--- src/sv/alps_pkg.sv ---
// Package for the ALPN protocol selector.
// Holds list limits, register indexes, status codes and the token byte lookup.
// No dependencies.
package alps_pkg;

   localparam int LIST_MAX    = 65535;
   localparam int TOKEN_BYTES = 16;

   localparam logic [15:0] LIST_LIMIT = 16'(LIST_MAX);
   localparam logic [5:0]  TOKEN_CAP  = 6'(TOKEN_BYTES);

   localparam int CSR_INDEX_W = 2;
   localparam int CSR_DATA_W  = 64;

   localparam logic [CSR_INDEX_W-1:0] CSR_PREF_LEN      = 2'd0;
   localparam logic [CSR_INDEX_W-1:0] CSR_PREF_TOKEN_LO = 2'd1;
   localparam logic [CSR_INDEX_W-1:0] CSR_PREF_TOKEN_HI = 2'd2;

   localparam logic [4:0]  PREF_LEN_RESET = 5'd2;
   localparam logic [63:0] PREF_LO_RESET  = 64'h3333;
   localparam logic [63:0] PREF_HI_RESET  = 64'h0;

   localparam logic [1:0] STATUS_MATCH = 2'd0;
   localparam logic [1:0] STATUS_FIRST = 2'd1;
   localparam logic [1:0] STATUS_NONE  = 2'd2;

   typedef struct packed {
      logic [1:0]  status;
      logic [15:0] sel_offset;
      logic [7:0]  sel_len;
   } rsp_beat_type;

   // token bytes past the 16 held in the registers read as zero
   function automatic logic [7:0] token_byte(input logic [63:0] lo, input logic [63:0] hi,
                                             input logic [4:0] idx);
      logic [15:0][7:0] tok;
      tok = {hi, lo};
      if (idx[4]) begin
         return 8'd0;
      end
      return tok[idx[3:0]];
   endfunction

   function automatic logic [4:0] eff_len(input logic [4:0] pref_len);
      logic [5:0] ext;
      ext = {1'b0, pref_len};
      if (ext > TOKEN_CAP) begin
         return TOKEN_CAP[4:0];
      end
      return pref_len;
   endfunction

endpackage

--- src/sv/alps_if.sv ---
// Handshake channels of the ALPN protocol selector: request and response.
// Depends on nothing; payload widths fixed by the list and result formats.
interface alps_req_if;
   logic       valid;
   logic       ready;
   logic [7:0] list_byte;
   logic       has_byte;
   logic       last;

   modport source (output valid, output list_byte, output has_byte, output last,
                   input ready);
   modport sink   (input valid, input list_byte, input has_byte, input last,
                   output ready);
endinterface

interface alps_rsp_if;
   logic        valid;
   logic        ready;
   logic [1:0]  status;
   logic [15:0] sel_offset;
   logic [7:0]  sel_len;

   modport source (output valid, output status, output sel_offset, output sel_len,
                   input ready);
   modport sink   (input valid, input status, input sel_offset, input sel_len,
                   output ready);
endinterface

--- src/sv/alpn_protocol_select_top.sv ---
// Top level of the ALPN protocol selector: list scan state, token compare, result buffer.
// Depends on alps_pkg and the channel interfaces in alps_if.sv.
//
//   channel    dir   beat                               when
//   req_chan   in    list_byte, has_byte, last          valid & ready
//   rsp_chan   out   status, sel_offset, sel_len        valid & ready, one per last beat
//   csr_*      in    csr_index, csr_wdata               csr_we
//
// One beat per cycle while req_chan.ready is high; scan state updates at the
// accept edge, and the result is registered at the edge that accepts the last
// beat. A two-entry output buffer (result register plus skid) lets req_chan keep
// flowing; req_chan.ready drops only while both entries hold unread results.
// Synchronous reset clears scan state, buffer and restores the register defaults.
module alpn_protocol_select_top
   import alps_pkg::*;
(
   input  logic                   clock,
   input  logic                   reset,
   alps_req_if.sink               req_chan,
   alps_rsp_if.source             rsp_chan,
   input  logic                   csr_we,
   input  logic [CSR_INDEX_W-1:0] csr_index,
   input  logic [CSR_DATA_W-1:0]  csr_wdata
);

   logic [4:0]   pref_len_ff;
   logic [63:0]  pref_lo_ff;
   logic [63:0]  pref_hi_ff;

   logic [15:0]  byte_pos_ff,     byte_pos_in;
   logic [7:0]   bytes_left_ff,   bytes_left_in;
   logic [15:0]  cand_start_ff,   cand_start_in;
   logic         cand_ok_ff,      cand_ok_in;
   logic [4:0]   cand_index_ff,   cand_index_in;
   logic         found_ff,        found_in;
   logic [15:0]  found_offset_ff, found_offset_in;
   logic [7:0]   first_len_ff,    first_len_in;

   logic         out_valid_ff,  out_valid_in;
   rsp_beat_type out_data_ff,   out_data_in;
   logic         skid_valid_ff, skid_valid_in;
   rsp_beat_type skid_data_ff,  skid_data_in;

   logic         accept;
   logic         push;
   logic         pop;
   logic [4:0]   elen;
   logic [7:0]   b;
   logic         take;
   logic         cand_ok_mid;
   logic [7:0]   left_dec;
   rsp_beat_type result;

   assign accept = req_chan.valid && req_chan.ready;
   assign push   = accept && req_chan.last;
   assign pop    = rsp_chan.valid && rsp_chan.ready;
   assign elen   = eff_len(pref_len_ff);
   assign b      = req_chan.list_byte;
   assign take   = req_chan.has_byte && (byte_pos_ff < LIST_LIMIT);

   assign req_chan.ready      = !skid_valid_ff;
   assign rsp_chan.valid      = out_valid_ff;
   assign rsp_chan.status     = out_data_ff.status;
   assign rsp_chan.sel_offset = out_data_ff.sel_offset;
   assign rsp_chan.sel_len    = out_data_ff.sel_len;

   // scan step for one list byte
   always_comb begin
      byte_pos_in     = byte_pos_ff;
      bytes_left_in   = bytes_left_ff;
      cand_start_in   = cand_start_ff;
      cand_ok_in      = cand_ok_ff;
      cand_index_in   = cand_index_ff;
      found_in        = found_ff;
      found_offset_in = found_offset_ff;
      first_len_in    = first_len_ff;
      cand_ok_mid     = cand_ok_ff;
      left_dec        = bytes_left_ff - 8'd1;
      if (take) begin
         byte_pos_in = byte_pos_ff + 16'd1;
         if (bytes_left_ff == 8'd0) begin
            if (byte_pos_ff == 16'd0) begin
               first_len_in = b;
            end
            cand_start_in = byte_pos_ff;
            bytes_left_in = b;
            cand_ok_in    = (b == {3'd0, elen});
            cand_index_in = 5'd0;
            if ((b == 8'd0) && (b == {3'd0, elen}) && !found_ff) begin
               found_in        = 1'b1;
               found_offset_in = byte_pos_ff + 16'd1;
            end
         end else begin
            if (cand_ok_ff) begin
               cand_ok_mid   = (b == token_byte(pref_lo_ff, pref_hi_ff, cand_index_ff));
               cand_index_in = cand_index_ff + 5'd1;
            end
            cand_ok_in    = cand_ok_mid;
            bytes_left_in = left_dec;
            if ((left_dec == 8'd0) && cand_ok_mid && !found_ff) begin
               found_in        = 1'b1;
               found_offset_in = cand_start_ff + 16'd1;
            end
         end
      end
   end

   always_comb begin
      if (found_in) begin
         result.status     = STATUS_MATCH;
         result.sel_offset = found_offset_in;
         result.sel_len    = {3'd0, elen};
      end else if ((byte_pos_in != 16'd0) && (first_len_in != 8'd0)) begin
         result.status     = STATUS_FIRST;
         result.sel_offset = 16'd1;
         result.sel_len    = first_len_in;
      end else begin
         result.status     = STATUS_NONE;
         result.sel_offset = 16'd0;
         result.sel_len    = 8'd0;
      end
   end

   // result register with skid entry
   always_comb begin
      out_valid_in  = out_valid_ff;
      out_data_in   = out_data_ff;
      skid_valid_in = skid_valid_ff;
      skid_data_in  = skid_data_ff;
      if (!out_valid_ff || pop) begin
         if (skid_valid_ff) begin
            out_valid_in  = 1'b1;
            out_data_in   = skid_data_ff;
            skid_valid_in = 1'b0;
         end else begin
            out_valid_in = push;
            out_data_in  = result;
         end
      end else if (push) begin
         skid_valid_in = 1'b1;
         skid_data_in  = result;
      end
   end

   always_ff @(posedge clock) begin
      if (reset) begin
         pref_len_ff <= PREF_LEN_RESET;
         pref_lo_ff  <= PREF_LO_RESET;
         pref_hi_ff  <= PREF_HI_RESET;
      end else if (csr_we) begin
         case (csr_index)
            CSR_PREF_LEN:      pref_len_ff <= csr_wdata[4:0];
            CSR_PREF_TOKEN_LO: pref_lo_ff  <= csr_wdata;
            CSR_PREF_TOKEN_HI: pref_hi_ff  <= csr_wdata;
            default: ;
         endcase
      end
   end

   always_ff @(posedge clock) begin
      if (reset || push) begin
         byte_pos_ff     <= 16'd0;
         bytes_left_ff   <= 8'd0;
         cand_start_ff   <= 16'd0;
         cand_ok_ff      <= 1'b0;
         cand_index_ff   <= 5'd0;
         found_ff        <= 1'b0;
         found_offset_ff <= 16'd0;
         first_len_ff    <= 8'd0;
      end else if (accept) begin
         byte_pos_ff     <= byte_pos_in;
         bytes_left_ff   <= bytes_left_in;
         cand_start_ff   <= cand_start_in;
         cand_ok_ff      <= cand_ok_in;
         cand_index_ff   <= cand_index_in;
         found_ff        <= found_in;
         found_offset_ff <= found_offset_in;
         first_len_ff    <= first_len_in;
      end
   end

   always_ff @(posedge clock) begin
      if (reset) begin
         out_valid_ff  <= 1'b0;
         skid_valid_ff <= 1'b0;
      end else begin
         out_valid_ff  <= out_valid_in;
         skid_valid_ff <= skid_valid_in;
      end
   end

   always_ff @(posedge clock) begin
      out_data_ff  <= out_data_in;
      skid_data_ff <= skid_data_in;
   end

endmodule
--- src/flat_wrapper.sv ---
// flat-port wrapper written by rule: the top's interface ports become plain ports
module alpn_protocol_select_top_flat import alps_pkg::*;
  (clock, reset, csr_we, csr_index, csr_wdata, req_chan_valid, req_chan_list_byte, req_chan_has_byte, req_chan_last, req_chan_ready, rsp_chan_valid, rsp_chan_status, rsp_chan_sel_offset, rsp_chan_sel_len, rsp_chan_ready);
  alps_req_if req_chan_i ();
  alps_rsp_if rsp_chan_i ();
  input  logic clock;
  input  logic reset;
  input  logic csr_we;
  input  logic [CSR_INDEX_W-1:0] csr_index;
  input  logic [CSR_DATA_W-1:0] csr_wdata;
  input wire logic [$bits(req_chan_i.valid)-1:0] req_chan_valid;
  input wire logic [$bits(req_chan_i.list_byte)-1:0] req_chan_list_byte;
  input wire logic [$bits(req_chan_i.has_byte)-1:0] req_chan_has_byte;
  input wire logic [$bits(req_chan_i.last)-1:0] req_chan_last;
  output wire logic [$bits(req_chan_i.ready)-1:0] req_chan_ready;
  output wire logic [$bits(rsp_chan_i.valid)-1:0] rsp_chan_valid;
  output wire logic [$bits(rsp_chan_i.status)-1:0] rsp_chan_status;
  output wire logic [$bits(rsp_chan_i.sel_offset)-1:0] rsp_chan_sel_offset;
  output wire logic [$bits(rsp_chan_i.sel_len)-1:0] rsp_chan_sel_len;
  input wire logic [$bits(rsp_chan_i.ready)-1:0] rsp_chan_ready;
  assign req_chan_i.valid = req_chan_valid;
  assign req_chan_i.list_byte = req_chan_list_byte;
  assign req_chan_i.has_byte = req_chan_has_byte;
  assign req_chan_i.last = req_chan_last;
  assign req_chan_ready = req_chan_i.ready;
  assign rsp_chan_valid = rsp_chan_i.valid;
  assign rsp_chan_status = rsp_chan_i.status;
  assign rsp_chan_sel_offset = rsp_chan_i.sel_offset;
  assign rsp_chan_sel_len = rsp_chan_i.sel_len;
  assign rsp_chan_i.ready = rsp_chan_ready;
  alpn_protocol_select_top u_core (.clock(clock), .reset(reset), .req_chan(req_chan_i), .rsp_chan(rsp_chan_i), .csr_we(csr_we), .csr_index(csr_index), .csr_wdata(csr_wdata));
endmodule
--- config.mk ---
export PLATFORM = sky130hd
export DESIGN_NAME = alpn_protocol_select_top_flat
export DESIGN_NICKNAME = d
export VERILOG_FILES = /design/src/sv/alps_pkg.sv /design/src/sv/alps_if.sv /design/src/sv/alpn_protocol_select_top.sv /design/src/flat_wrapper.sv
export SDC_FILE = /design/constraint.sdc
export NUM_CORES = 1
export LEC_CHECK = 0
export BUFFER_PORTS_ARGS = -buffer_cell sky130_fd_sc_hd__buf_4
export CAP_MARGIN = 5
export CORE_AREA = 2 2 163 205
export CTS_BUF_LIST = sky130_fd_sc_hd__clkbuf_16
export DETAILED_ROUTE_END_ITERATION = 8
export DIE_AREA = 0 0 165 207
export GPL_TIMING_DRIVEN = 0
export SYNTH_ARGS = -nofsm -noshare
export SYNTH_HDL_FRONTEND = slang
export SYNTH_SLANG_ARGS = --single-unit
--- constraint.sdc ---
create_clock -name clock -period 4.6 [get_ports clock]
set_input_delay 0.92 -clock clock [delete_from_list [all_inputs] [get_ports clock]]
set_output_delay 0.92 -clock clock [all_outputs]
set_load 0.005 [all_outputs]
After elaboration in Yosys (flattened, before gate mapping)
Cells that the tools add are included.
{ "word_totals": {"regBits": 258, "input_bits": 81, "out_inout_bits": 28, "wordCells": 98} }
{ "op_classes": {"addsub": 4, "n_lt_le_gt_ge": 3, "n_eq_ne": 4, "muxes": 37, "bitwise_logic": 1, "n_reduce_logical": 30} }
{ "op_table": {"columns": ["cell", "n"], "rows": [
  ["2-to-1 mux 16 bit", 5],
  ["2-to-1 mux 8 bit", 10],
  ["2-to-1 mux 26 bit", 3],
  ["adder 16 x 1 -> 16 bit, second input constant", 2],
  ["binary-select mux 8 bit (select 4 bit)", 1],
  ["zero test 8 bit", 3],
  ["2-to-1 mux 5 bit", 4],
  ["zero test 16 bit", 1],
  ["less-than comparator 16 bit, second input constant", 1],
  ["nonzero test 16 bit", 1],
  ["2-to-1 mux 1 bit", 14],
  ["AND reduction 2 bit", 5],
  ["logical AND 1 bit", 9],
  ["equality test 8 x 5 -> 1 bit", 1],
  ["equality test 8 bit", 1],
  ["nonzero test 8 bit", 1],
  ["subtractor 8 x 1 -> 8 bit, second input constant", 1],
  ["AND reduction 3 bit", 2],
  ["adder 5 x 1 -> 5 bit, second input constant", 1],
  ["greater-than comparator 5 bit, second input constant", 1],
  ["less-than comparator 4 x 5 -> 1 bit, second input constant", 1],
  ["zero test 1 bit", 3],
  ["equality test 2 x 1 -> 1 bit, second input constant", 1],
  ["equality test 2 bit, second input constant", 1],
  ["5 further kinds", 6]
]} }

Longest topological paths before layout
Gate-level depths: netlist of run 1.
{ "logic_depth": {"depth_word": 19, "mapped_depth": 14, "depth_no_buf": 11} }

Worst setup path after synthesis of run 1
No wires, ideal clock.
{ "synth_timing": {"kind": "input to register", "startpoint": "in req_chan_list_byte[1]", "endpoint": "reg u_core.out_data_ff, in the netlist u_core.rsp_chan.sel_offset[9] (data pin)", "setup_time_ns": 0.260, "arrival_time_ns": 3.457, "t_required_ns": 4.340, "setup_slack_ns": 0.883, "cell_stages": 10, "path_buffers": 2, "path_cell_list": "buf_2 or4_1 or3_1 or4b_1 buf_2 or3_4 and3_1 a211oi_2 o22ai_1 mux2_4"} }
{ "synth_rtl": {"columns": ["element", "line", "source"], "rows": [
  ["from (decl)", "flat_wrapper.sv:12", "input wire logic [$bits(req_chan_i.list_byte)-1:0] req_chan_list_byte;"],
  ["to (signal assigned)", "alpn_protocol_select_top.sv:193", "out_data_ff <= out_data_in;"],
  ["to (decl)", "alpn_protocol_select_top.sv:40", "rsp_beat_type out_data_ff, out_data_in;"]
]} }

Worst setup path after layout of run 1
{ "layout_timing": {"startpoint": "reg u_core.cand_index_ff[0]", "endpoint": "reg u_core.out_data_ff, in the netlist u_core.rsp_chan.sel_offset[0] (data pin)"} }
{ "layout_via": {"elab_chain_cells": 17, "elab_cells_between_ends": 20, "cone_classes": "eq/ne (1); mux (17); reduce/logical (2)"} }
{ "layout_rtl": {"columns": ["element", "line", "source"], "rows": [
  ["from (decl)", "alpn_protocol_select_top.sv:34", "logic [4:0] cand_index_ff, cand_index_in;"],
  ["from (signal assigned)", "alpn_protocol_select_top.sv:175", "cand_index_ff <= cand_index_in;"],
  ["binary-select mux 8 bit (select 4 bit) (*)", "alps_pkg.sv:41", "return tok[idx[3:0]];"],
  ["2-to-1 mux 8 bit (not written as such) (*)", "alps_pkg.sv:41", null],
  ["2-to-1 mux 8 bit (*)", "alps_pkg.sv:41", null],
  ["2-to-1 mux 8 bit (*)", "alpn_protocol_select_top.sv:94", "if (cand_ok_ff) begin"],
  ["2-to-1 mux 8 bit (*)", "alpn_protocol_select_top.sv:81", "if (bytes_left_ff == 8'd0) begin"],
  ["2-to-1 mux 8 bit (*)", "alpn_protocol_select_top.sv:79", "if (take) begin"],
  ["equality test 8 bit (*)", "alpn_protocol_select_top.sv:95", "cand_ok_mid = (b == token_byte(pref_lo_ff, pref_hi_ff, cand_index_ff));"],
  ["2-to-1 mux 1 bit (*)", "alpn_protocol_select_top.sv:94", null],
  ["2-to-1 mux 1 bit (*)", "alpn_protocol_select_top.sv:81", null],
  ["2-to-1 mux 1 bit (*)", "alpn_protocol_select_top.sv:79", null],
  ["logical AND 1 bit (*) (2 in a row)", "alpn_protocol_select_top.sv:100", "if ((left_dec == 8'd0) && cand_ok_mid && !found_ff) begin"],
  ["2-to-1 mux 16 bit or 2-to-1 mux 1 bit (tied branches)", "alpn_protocol_select_top.sv:100", null],
  ["2-to-1 mux 16 bit or 2-to-1 mux 1 bit (tied branches)", "alpn_protocol_select_top.sv:81", null],
  ["2-to-1 mux 16 bit or 2-to-1 mux 1 bit (tied branches)", "alpn_protocol_select_top.sv:79", null],
  ["2-to-1 mux 26 bit (*)", "alpn_protocol_select_top.sv:109", "if (found_in) begin"],
  ["2-to-1 mux 26 bit (*)", "alpn_protocol_select_top.sv:131", "if (skid_valid_ff) begin"]
]} }
Mark *: on every way between the ends. The rest lies on a longest branch, timed or not. The select of a mux whose other input is x is not followed.
A chain may end at the register's enable or synchronous reset.

==> results.yml, run 1 <==
yosys:
  synthCells: 1549
  synth_compound_area_share_pct: 16.7
  async_reset_ff_share_pct: 0
  muxShareOfSynthArea_pct: 8.01
  synth_edf_count: 52
  synthSimpleGateAreaFrac_pct: 22.8
  syn_nets: 1636
  synth_adder_area_share_pct: 0.587
  avgSynthCellArea_um2: 8.26
  synth_xor_area_share_pct: 3.15
  ys_ff_latch: 258
  synth_cell_types: 70
  synth_top_family_by_area: "simple AND/OR/NAND/NOR gates"
  ys_warn_count: 0
  ys_seq_area_share_pct: 44.4
  syn_area_um2: 12800
  synth_top_flop_cell: "dfxtp_1"
floorplanning:
  rows: 74
  fp.dieArea_um2: 34200
  coreArea_um2: 32300
  die_h_um: 207
  die_w_um: 165
  start_util_pct: 39.6
  ioPinCount: 109
clock_network:
  cts_root_buffer: "clkbuf_16"
  cts_tree: "yes"
  cts.repair.resized: 0
  cts_buffers: 28
  clk-insertion-delay-late_ns: 0.57
  htree_levels: 1
  holdBufCountCts: 0
  clkSinkCount: 258
  clock_path_buffers: 3
  postCtsSetupBuffers: 0
  clk_pin_slew_ns: 0.07
critical_path:
  critPathMaxStageDelay_ns: 0.52
  crit_arrival_ns: 4.55
  timing.rr.start: "u_core.cand_index_ff[0]$_SDFFE_PP0P_"
  path_cells: "buf_2 -> buf_2 -> mux2i_1 -> a22oi_1 -> nand3_1 -> nand4b_1 -> a2111oi_2 -> nand4_2 -> buf_2 -> o21ai_1 -> a31oi_1 -> o31ai_1"
  critPathTopFamily: "compound AO/OA/AOI/OAI gates"
  startpoint: "u_core.cand_index_ff[0]$_SDFFE_PP0P_"
  cpMostUsedCell: "buf_2"
  start_kind: "flop"
  path_buf_inv: 3
  worstRegToRegCells: 12
  critPathSlowestCell: "a2111oi_2"
  endpoint_kind: "flop"
  required_ns: 4.98
  critical_path_class: "flop to flop"
  cp.depth: 12
  cp_max_fo: 10
grt:
  grt.total_usage_pct: 23.8
  met3_usage_pct: 2.86
  grt_pass1_vias: 11279
  top_usage_layer: "met2"
  grt_max_degree: 30
  grt_overflow_total: 0
  antenna_found_initial: 0
  grt_pass1_wl_mm: 63.9
  grt_util_met2_pct: 42.4
  grt_use_met1_pct: 28.6
power:
  leakage_uw: 0.00531
  vdd_drop_max_mv: 0.296
  p_per_area_nw_per_um2: 351
drt:
  first_pass_iters: 5
  wl_per_cell_um: 19.5
  drcViolationCount: 0
  ant_nets: 0
  wirelength_mm: 41.4
  vias_per_cell: 5.45
  drt_iter0_markers: 854
  vias: 11586
run_status:
  status: "finished, final reports clean"
finish:
  fin_util_pct: 46.5
  multiInputGateArea_um2: 6550
  nets: 1774
  seq_area_um2: 5690
  n_fill_cell: 3226
  area_growth_pct: 17.5
  antenna_cells: 0
  drive_gt1_share_pct: 11.9
sta:
  fin_crit_sh_pct: 90.6
  max_slew_margin_pct: 26.7
  fmax_ghz: 0.240
  finalCriticalPeriod_ns: 4.17
  hold_viol: 0
  whs_ns: 0.455
  skew_ns: 0.0230
  setup_viol: 0
  rsz0062_at_grt: "no"
  slew_viol_final: 0
  worst_slack_ns: 0.432
  fin_setup_tns_ns: 0
  tightest_slew_ns: 1.09
placement:
  pre_cts_ws_ns: 0.168
  gp_congestion: 0.914
  io_buffers: 106
  dp_hpwl_mm: 31.6
flow_run:
  drv_cap: 0
hold_path:
  hold_path.class: "flop to flop"
  whs_path_depth: 2
  hp-start: "u_core.pref_lo_ff[7]$_SDFFE_PP0P_"
layout by cell type, fill, tap and decap left out, types with 14 or more instances in the layout:
cell type / count
mux2i_1: 75
nor3_1: 31
xnor2_1: 29
nand3_1: 34
o21ai_0: 42
a22oi_1: 23
buf_4: 111
clkbuf_16: 28
or3_1: 14
nand2_1: 372
xor2_1: 17
a21oi_1: 192
inv_1: 30
buf_2: 18
dfxtp_1: 206
clkbuf_1: 89
edfxtp_1: 52
nor2_1: 100
area by class of cell:
| cell class | count | share of cell area (%) |
|---|---|---|
| clock buffer | 28 | 4.66 |
| buffer | 117 | 3.24 |
| timing repair buffer | 108 | 5.57 |
| multi-input combinational | 1153 | 43.5 |
| tap | 418 | 3.48 |
| sequential | 258 | 37.8 |
| clock inverter | 22 | 1.19 |
| inverter | 21 | 0.524 |
path summary, 6_finish.rpt:
kind                                                  end  slack [ns]
setup / recovery  u_core.rsp_chan.sel_offset[0]$_DFFE_PP_        0.43
hold / removal          u_core.pref_lo_ff[7]$_SDFFE_PP0P_        0.46
setup reg to reg  u_core.rsp_chan.sel_offset[0]$_DFFE_PP_        0.43
hold reg to reg         u_core.pref_lo_ff[7]$_SDFFE_PP0P_        0.46
worst min-delay path: cells and delay by family, from the launching register on:
family           cells  cell delay, ns
AO/OA/AOI/OAI        1            0.05
AND/OR/NAND/NOR      1            0.05
flip-flops           1            0.31
through the flow:
| stage | power, µW | instance area [µm²] | std cells |
|---|---|---|---|
| 2_1_floorplan | 2830 | 12800 | 1549 |
| 3_3_place_gp | 3100 | 14100 | 2073 |
| 3_5_place_dp | 3110 | 14100 | 2074 |
| 4_1_cts | 5310 | 15000 | 2124 |
| 5_1_grt | 5450 | 15000 | 2125 |
| 6_report | 5280 | 15000 | 2125 |
flip-flops by register name (all words and copies together), names as in the netlist:
name                        cells
u_core.skid_data_ff            26
u_core.pref_lo_ff              64
u_core.pref_len_ff              5
u_core.cand_index_ff            5
u_core.rsp_chan.sel_offset     16
u_core.cand_start_ff           16
u_core.rsp_chan.valid           1
u_core.rsp_chan.sel_len         8
u_core.cand_ok_ff               1
u_core.found_offset_ff         16
u_core.pref_hi_ff              64
u_core.bytes_left_ff            8
u_core.rsp_chan.status          2
u_core.byte_pos_ff             16
u_core.skid_valid_ff            1
u_core.first_len_ff             8
u_core.found_ff                 1
metal layers:
metal / vias up / routed length [µm]
li1: 5662 / -
met1: 5399 / 16700
met2: 419 / 20700
met3: 106 / 2220
met4: 0 / 1780
met5: - / 0
Yosys cell counts, drive strengths merged, types with 4 or more instances:
| library cell | instances | share of area (%) |
|---|---|---|
| nand2 | 372 | 11 |
| dfxtp | 206 | 32 |
| a21oi | 194 | 7.6 |
| nor2 | 101 | 3.0 |
| clkbuf | 89 | 2.6 |
| mux2i | 75 | 5.9 |
| o21ai | 54 | 2.1 |
| edfxtp | 52 | 12 |
| nand3 | 34 | 1.3 |
| nor3 | 31 | 1.2 |
| xnor2 | 29 | 2.0 |
| buf | 28 | 1.2 |
| a22oi | 23 | 1.3 |
| inv | 21 | 0.62 |
| xor2 | 17 | 1.2 |
| or3 | 15 | 0.77 |
| a31oi | 13 | 0.64 |
| nor2b | 13 | 0.64 |
| o31ai | 13 | 0.76 |
| mux2 | 12 | 1.1 |
| nand2b | 12 | 0.59 |
| nand4 | 12 | 0.64 |
| nand3b | 11 | 0.65 |
| and3 | 10 | 0.49 |
| a211oi | 9 | 0.61 |
| and2 | 8 | 0.41 |
| nor4 | 7 | 0.34 |
| o21a | 7 | 0.41 |
| ha | 6 | 0.59 |
| mux4 | 6 | 1.1 |
| or2 | 6 | 0.29 |
| or4 | 6 | 0.35 |
| o211ai | 5 | 0.29 |
| o41ai | 5 | 0.52 |
| a21o | 4 | 0.23 |
| and4 | 4 | 0.27 |
| nor3b | 4 | 0.23 |
| o211a | 4 | 0.31 |
| o32ai | 4 | 0.45 |
logic make-up (layout without fill, tap and decap cells):
kind of cell,Yosys count,after routing
multiplexers,93,93
flip-flops,258,258
adder cells (fa/ha/maj),6,6
XOR/XNOR,46,46
AND/OR/NAND/NOR,655,655
buffers and inverters,138,296
AO/OA/AOI/OAI,353,353
report_power, final:
group	total, µW	internal [µW]	switching [µW]
combinational	632	227	405
sequential	2440	2390	49.4
clock	2210	1270	942
Note: power is estimated with default switching activity, not from simulation.
==> inputs of run 2 (changes only) <==
--- a/config.mk
+++ b/config.mk
@@ -7,10 +7,11 @@
 export LEC_CHECK = 0
 export BUFFER_PORTS_ARGS = -buffer_cell sky130_fd_sc_hd__buf_4
 export CAP_MARGIN = 5
-export CORE_AREA = 2 2 163 205
+export CORE_AREA = 3 3 164 206
 export CTS_BUF_LIST = sky130_fd_sc_hd__clkbuf_16
+export CTS_CLUSTER_DIAMETER = 150
 export DETAILED_ROUTE_END_ITERATION = 8
-export DIE_AREA = 0 0 165 207
+export DIE_AREA = 0 0 167 209
 export GPL_TIMING_DRIVEN = 0
 export SYNTH_ARGS = -nofsm -noshare
 export SYNTH_HDL_FRONTEND = slang
==> run 2 against run 1 <==
  * Flip-flop and latch count did not move
  * Sequential share of layout area fell by 0.059 points
  * Cell count fell by 0.19%
  * Clock power barely moved
  * Combinational power barely moved
  * Cell area rose by 0.16%
  * Register-to-register slack improved by 0.08 ns
  * Core utilization rose by 0.71 points
  * Routed wire length fell by 0.31%
  * Critical path type unchanged
==> results.yml, run 2 (synthesized netlist as in run 1, its figures left out) <==
clock_network:
  clock_path_buffers: 3
  clk_pin_slew_ns: 0.06
  cts.repair.resized: 0
  htree_levels: 1
  clk-insertion-delay-late_ns: 0.54
  cts_tree: "yes"
  postCtsSetupBuffers: 0
  cts_buffers: 28
  cts_root_buffer: "clkbuf_16"
  clkSinkCount: 258
  holdBufCountCts: 0
power:
  power_uw: 5300
  leakage_uw: 0.00532
  p_per_area_nw_per_um2: 352
  p_int_uw: 3900
  pwr-share-clk_pct: 42.1
  power_frac_seq_pct: 46.0
  switchingPower_uw: 1390
  p_comb_share_pct: 11.9
  swShare_pct: 26.3
  vdd_drop_max_mv: 0.282
drt:
  vias: 11664
  drt_iter0_markers: 803
  drcViolationCount: 0
  vias_per_cell: 5.50
  first_pass_iters: 5
  wirelength_mm: 41.3
  wl_per_cell_um: 19.5
  ant_nets: 0
finish:
  antenna_cells: 0
  layout_commonest_cell: "nand2_1"
  nets: 1774
  n_fill_cell: 3229
  area_growth_pct: 17.7
  final_cell_mix: "nand2_1, dfxtp_1, a21oi_1, buf_4, nor2_1"
  top_regs: "u_core.pref_hi_ff (64), u_core.pref_lo_ff (64), u_core.skid_data_ff (26)"
  drive_gt1_share_pct: 12.2
grt:
  antenna_found_initial: 0
  grt_overflow_total: 0
  grt_pass1_wl_mm: 63.9
  grt_pass1_vias: 11322
  grt_max_degree: 30
  grt.total_usage_pct: 22.9
hold_path:
  hold_path.class: "flop to flop"
sta:
  skew_ns: 0.00813
  rsz0062_at_grt: "no"
  max_slew_margin_pct: 29.6
  fin_crit_sh_pct: 88.9
  worst_slack_ns: 0.509
  fin_setup_tns_ns: 0
  slew_viol_final: 0
  setup_viol: 0
  fmax_ghz: 0.244
  finalCriticalPeriod_ns: 4.09
  tightest_slew_ns: 1.05
  hold_viol: 0
floorplanning:
  coreArea_um2: 31900
  ioPinCount: 109
  rows: 73
  die_w_um: 167
  die_h_um: 209
  fp.dieArea_um2: 34900
  start_util_pct: 40.1
critical_path:
  startpoint: "u_core.byte_pos_ff[2]$_SDFFE_PP0P_"
  setup.worst_path.end: "u_core.rsp_chan.sel_offset[0]$_DFFE_PP_"
  crit_arrival_ns: 4.36
  worstReg2RegEnd: "u_core.rsp_chan.sel_offset[0]$_DFFE_PP_"
  r2r_slack_ns: 0.51
  timing.rr.start: "u_core.byte_pos_ff[2]$_SDFFE_PP0P_"
  worstRegToRegCells: 11
  start_kind: "flop"
  cp_max_fo: 10
  endpoint_kind: "flop"
  critical_path_class: "flop to flop"
  required_ns: 4.87
placement:
  gp_congestion: 0.922
  pre_cts_ws_ns: 0.282
  io_buffers: 106
  dp_hpwl_mm: 31.5
flow_run:
  drv_cap: 0
run_status:
  status: "finished, final reports clean"
## run 2: worst min-delay path by stage
| stage | startpoint | slack (ns) | depth (start not counted) | endpoint |
|---|---|---|---|---|
| after floorplan | u_core.pref_hi_ff[23]$_SDFFE_PP0P_ | 0.43 | 2 | u_core.pref_hi_ff[23]$_SDFFE_PP0P_ |
| after global placement | u_core.pref_lo_ff[23]$_SDFFE_PP0P_ | 0.44 | 2 | u_core.pref_lo_ff[23]$_SDFFE_PP0P_ |
| after detailed placement | u_core.pref_hi_ff[12]$_SDFFE_PP0P_ | 0.45 | 2 | u_core.pref_hi_ff[12]$_SDFFE_PP0P_ |
| after CTS | u_core.pref_hi_ff[12]$_SDFFE_PP0P_ | 0.45 | 2 | u_core.pref_hi_ff[12]$_SDFFE_PP0P_ |
| after global routing | u_core.pref_lo_ff[57]$_SDFFE_PP0P_ | 0.48 | 2 | u_core.pref_lo_ff[57]$_SDFFE_PP0P_ |
| final | u_core.pref_lo_ff[23]$_SDFFE_PP0P_ | 0.45 | 2 | u_core.pref_lo_ff[23]$_SDFFE_PP0P_ |
## run 2: per-stage QoR
step	cell area, µm²	utilization [%]	hold slack [ns]	instances
final	15100	47.3	0.454	2121
after global placement	14100	44.3	0.442	2067
after global routing	15100	47.3	0.476	2121
after floorplan	12800	-	0.433	1549
after CTS	15000	47.2	0.455	2120
after detailed placement	14100	44.3	0.447	2068
## run 2: power by group through the flow
stage               clock network [µW]  logic, µW  registers, µW
finish                            2230        631           2440
global route                      2350        693           2440
CTS                               2260        627           2430
detailed placement                   0        624           2480
global placement                     0        618           2480
floorplan                            0        366           2470
## run 2: final cells by class
class                   count  area (µm²)  share of cell area, %
clock buffers              30         751                   4.98
inverters                  21        78.8                  0.523
well taps                 412         515                   3.42
repair buffers            108         838                   5.56
flip-flops and latches    258        5690                   37.7
clock inverters            22         160                   1.06
multi-input cells        1153        6550                   43.5
plain buffers             117         488                   3.24
## run 2: per-layer routing
metal / vias to the layer above / wire (µm) / track usage, %
met5: - / 0 / 0
met4: 0 / 1980 / 10.3
met3: 110 / 2050 / 2.57
met2: 404 / 20400 / 40.9
met1: 5472 / 16800 / 27.5
li1: 5678 / - / -
## run 2: worst max-delay path, cell delays in order (launching register included)
cell,delay [ns]
dfxtp_1,0.30
clkbuf_1,0.34
nand4_1,0.27
nor3_1,0.55
xnor2_1,0.19
a22oi_1,0.11
or3_1,0.43
o31ai_1,0.67
nand3b_1,0.36
clkbuf_1,0.39
o21a_1,0.17
o31ai_1,0.06
==> inputs of run 3 (changes only) <==
--- a/config.mk
+++ b/config.mk
@@ -5,13 +5,14 @@
 export SDC_FILE = /design/constraint.sdc
 export NUM_CORES = 1
 export LEC_CHECK = 0
+export ABC_AREA = 1
 export BUFFER_PORTS_ARGS = -buffer_cell sky130_fd_sc_hd__buf_4
 export CAP_MARGIN = 5
-export CORE_AREA = 3 3 164 206
+export CORE_AREA = 3 3 165 207
 export CTS_BUF_LIST = sky130_fd_sc_hd__clkbuf_16
 export CTS_CLUSTER_DIAMETER = 150
 export DETAILED_ROUTE_END_ITERATION = 8
-export DIE_AREA = 0 0 167 209
+export DIE_AREA = 0 0 168 210
 export GPL_TIMING_DRIVEN = 0
 export SYNTH_ARGS = -nofsm -noshare
 export SYNTH_HDL_FRONTEND = slang
==> run 3 against run 2 <==
  * Clock skew barely moved
  * Combinational power rose by 4.8%
  * Clock-buffer cell count did not move
  * Non-clock buffer count fell by 11
  * Critical path depth rose by 9
  * Area after synthesis rose by 0.65%
  * Critical endpoint is now u_core.rsp_chan.status[1]$_DFFE_PP_
  * Largest power group unchanged
  * Highest routed layer is now met5
==> results.yml, run 3 <==
drt:
  wl_met1_mm: 16.7
  vias: 12430
  first_pass_iters: 6
  wirelength_mm: 42.7
  vias_per_cell: 5.21
  wl_met2_mm: 21.8
  drt_iter0_markers: 953
  wl_per_cell_um: 17.9
  dr_wl_met3_mm: 2.30
  ant_nets: 0
  top_layer: "met5"
  drcViolationCount: 0
yosys:
  yosysMostFrequentCell: "nand2_1"
  synth_cell_types: 45
  synthCells: 1804
  synthTopCellsByArea: "dfxtp_1, edfxtp_1, nand2_1"
  ys_ff_latch: 258
  async_reset_ff_share_pct: 0
  ys_seq_area_share_pct: 44.1
  syn_area_um2: 12900
  avgSynthCellArea_um2: 7.14
  synth_edf_count: 52
  synth_top_area_cell: "dfxtp_1"
  synth.top_cell.area_share_pct: 32.0
  synth_top_flop_cell: "dfxtp_1"
  syn_nets: 1891
  synth_commonest_cells: "nand2_1, nor2_1, o21ai_0"
  ys_warn_count: 0
floorplanning:
  start_util_pct: 39.6
  ioPinCount: 109
  fp.dieArea_um2: 35300
  die_h_um: 210
  coreArea_um2: 32500
  die_w_um: 168
  rows: 74
sta:
  fin_setup_tns_ns: 0
  slew_viol_final: 0
  skew_ns: 0.00839
  setup_viol: 0
  tightest_slew_ns: 1.23
  fmax_ghz: 0.298
  hold_viol: 0
  rsz0062_at_grt: "no"
  finalCriticalPeriod_ns: 3.36
  fin_crit_sh_pct: 73.0
  worst_slack_ns: 1.24
  max_slew_margin_pct: 17.8
placement:
  gp_congestion: 0.928
  pre_cts_ws_ns: 1.10
  io_buffers: 108
  dp_hpwl_mm: 32.3
grt:
  grt_overflow_total: 0
  grt_max_degree: 30
  antenna_found_initial: 3
  grt_pass1_wl_mm: 65.6
  grt_pass1_vias: 12016
  grt.total_usage_pct: 23.3
clock_network:
  postCtsSetupBuffers: 0
  clkSinkCount: 258
  htree_levels: 1
  cts.repair.resized: 0
  holdBufCountCts: 0
  clk_pin_slew_ns: 0.06
  cts_buffers: 29
  cts_tree: "yes"
  clock_path_buffers: 3
  clk-insertion-delay-late_ns: 0.56
  cts_root_buffer: "clkbuf_16"
critical_path:
  cp_max_fo: 10
  endpoint_kind: "flop"
  timing.rr.start: "u_core.cand_index_ff[1]$_SDFFE_PP0P_"
  required_ns: 4.89
  critPathMaxStageDelay_ns: 0.57
  start_kind: "flop"
  critical_path_class: "flop to flop"
  path_buf_inv: 4
  crit_arrival_ns: 3.65
  path_cells: "buf_2 -> clkbuf_1 -> nor2_1 -> nand2_1 -> nand3_1 -> nand3_1 -> nand2_1 -> nand3_1 -> nand2_1 -> nor2_1 -> nand2_1 -> nor2_2 -> nand3_2 -> nand2_2 -> nand2_2 -> nand2_4 -> inv_4 -> buf_8 -> nand2_1 -> o21ai_0"
  cpMostUsedCell: "nand2_1"
  startpoint: "u_core.cand_index_ff[1]$_SDFFE_PP0P_"
  critPathTopFamily: "simple AND/OR/NAND/NOR gates"
  critPathSlowestCell: "clkbuf_1"
flow_run:
  drv_cap: 0
power:
  leakage_uw: 0.00679
  vdd_drop_max_mv: 0.384
  p_per_area_nw_per_um2: 361
finish:
  antenna_cells: 0
  final_cell_mix: "nand2_1, nor2_1, o21ai_0, dfxtp_1, inv_1"
  fin_util_pct: 46.7
  seq_area_um2: 5690
  multiInputGateArea_um2: 5960
  top_regs: "u_core.pref_hi_ff (64), u_core.pref_lo_ff (64), u_core.skid_data_ff (26)"
  nets: 2031
  area_growth_pct: 17.9
  drive_gt1_share_pct: 11.3
  n_fill_cell: 3361
  layout_commonest_cell: "nand2_1"
run_status:
  status: "finished, final reports clean"
hold_path:
  hp-start: "u_core.pref_lo_ff[12]$_SDFFE_PP1P_"
  hold_path.class: "flop to flop"
[run 3: metal layers]
layer / vias to the layer above / global-route usage, %
li1: 6159 / -
met1: 5703 / 26.9
met2: 445 / 43.0
met3: 117 / 3.36
met4: 6 / 9.54
met5: - / 0
[run 3: power breakdown]
part           switching [µW]  internal [µW]  leakage [µW]
Clock                     980           1360      0.000499
Sequential               62.8           2420       0.00224
Combinational             429            231       0.00405
Total                    1470           4010       0.00679
[run 3: kinds of logic (layout without fill, tap and decap cells)]
family	after synthesis	in the layout	synth area share [%]
adder cells (fa/ha/maj)	6	6	0.583
AND/OR/NAND/NOR	797	797	26.1
XOR/XNOR	36	36	2.45
flip-flops	258	258	44.1
AO/OA/AOI/OAI	402	402	17.2
buffers and inverters	305	468	9.57
[run 3: final timing paths]
kind / endpoint / slack, ns / cells past startpoint
worst max-delay path: u_core.rsp_chan.status[1]$_DFFE_PP_ / 1.24 / 20
worst min-delay path: u_core.pref_lo_ff[12]$_SDFFE_PP1P_ / 0.45 / 2
worst max register to register: u_core.rsp_chan.status[1]$_DFFE_PP_ / 1.24 / 20
worst min register to register: u_core.pref_lo_ff[12]$_SDFFE_PP1P_ / 0.45 / 2
[run 3: cell type report]
class | instances | area share [%]
clock inverter | 24 | 1.34
inverter | 200 | 4.96
sequential | 258 | 37.4
clock buffer | 30 | 4.94
tap | 418 | 3.44
buffer | 105 | 3.16
multi-input combinational | 1241 | 39.3
timing repair buffer | 109 | 5.44
[run 3: tightest hold or removal path: cells and delay by family (launching register included)]
| kind | cells | cell delay (ns) |
|---|---|---|
| flops | 1 | 0.32 |
| simple gates | 2 | 0.10 |
[run 3: stage by stage]
step	hold WS, ns	instance area, µm²	total power, µW	instances
2_1_floorplan	0.424	12900	2910	1804
3_3_place_gp	0.434	14200	3180	2330
3_5_place_dp	0.438	14200	3190	2331
4_1_cts	0.454	15200	5510	2385
5_1_grt	0.474	15200	5680	2385
6_report	0.450	15200	5480	2385
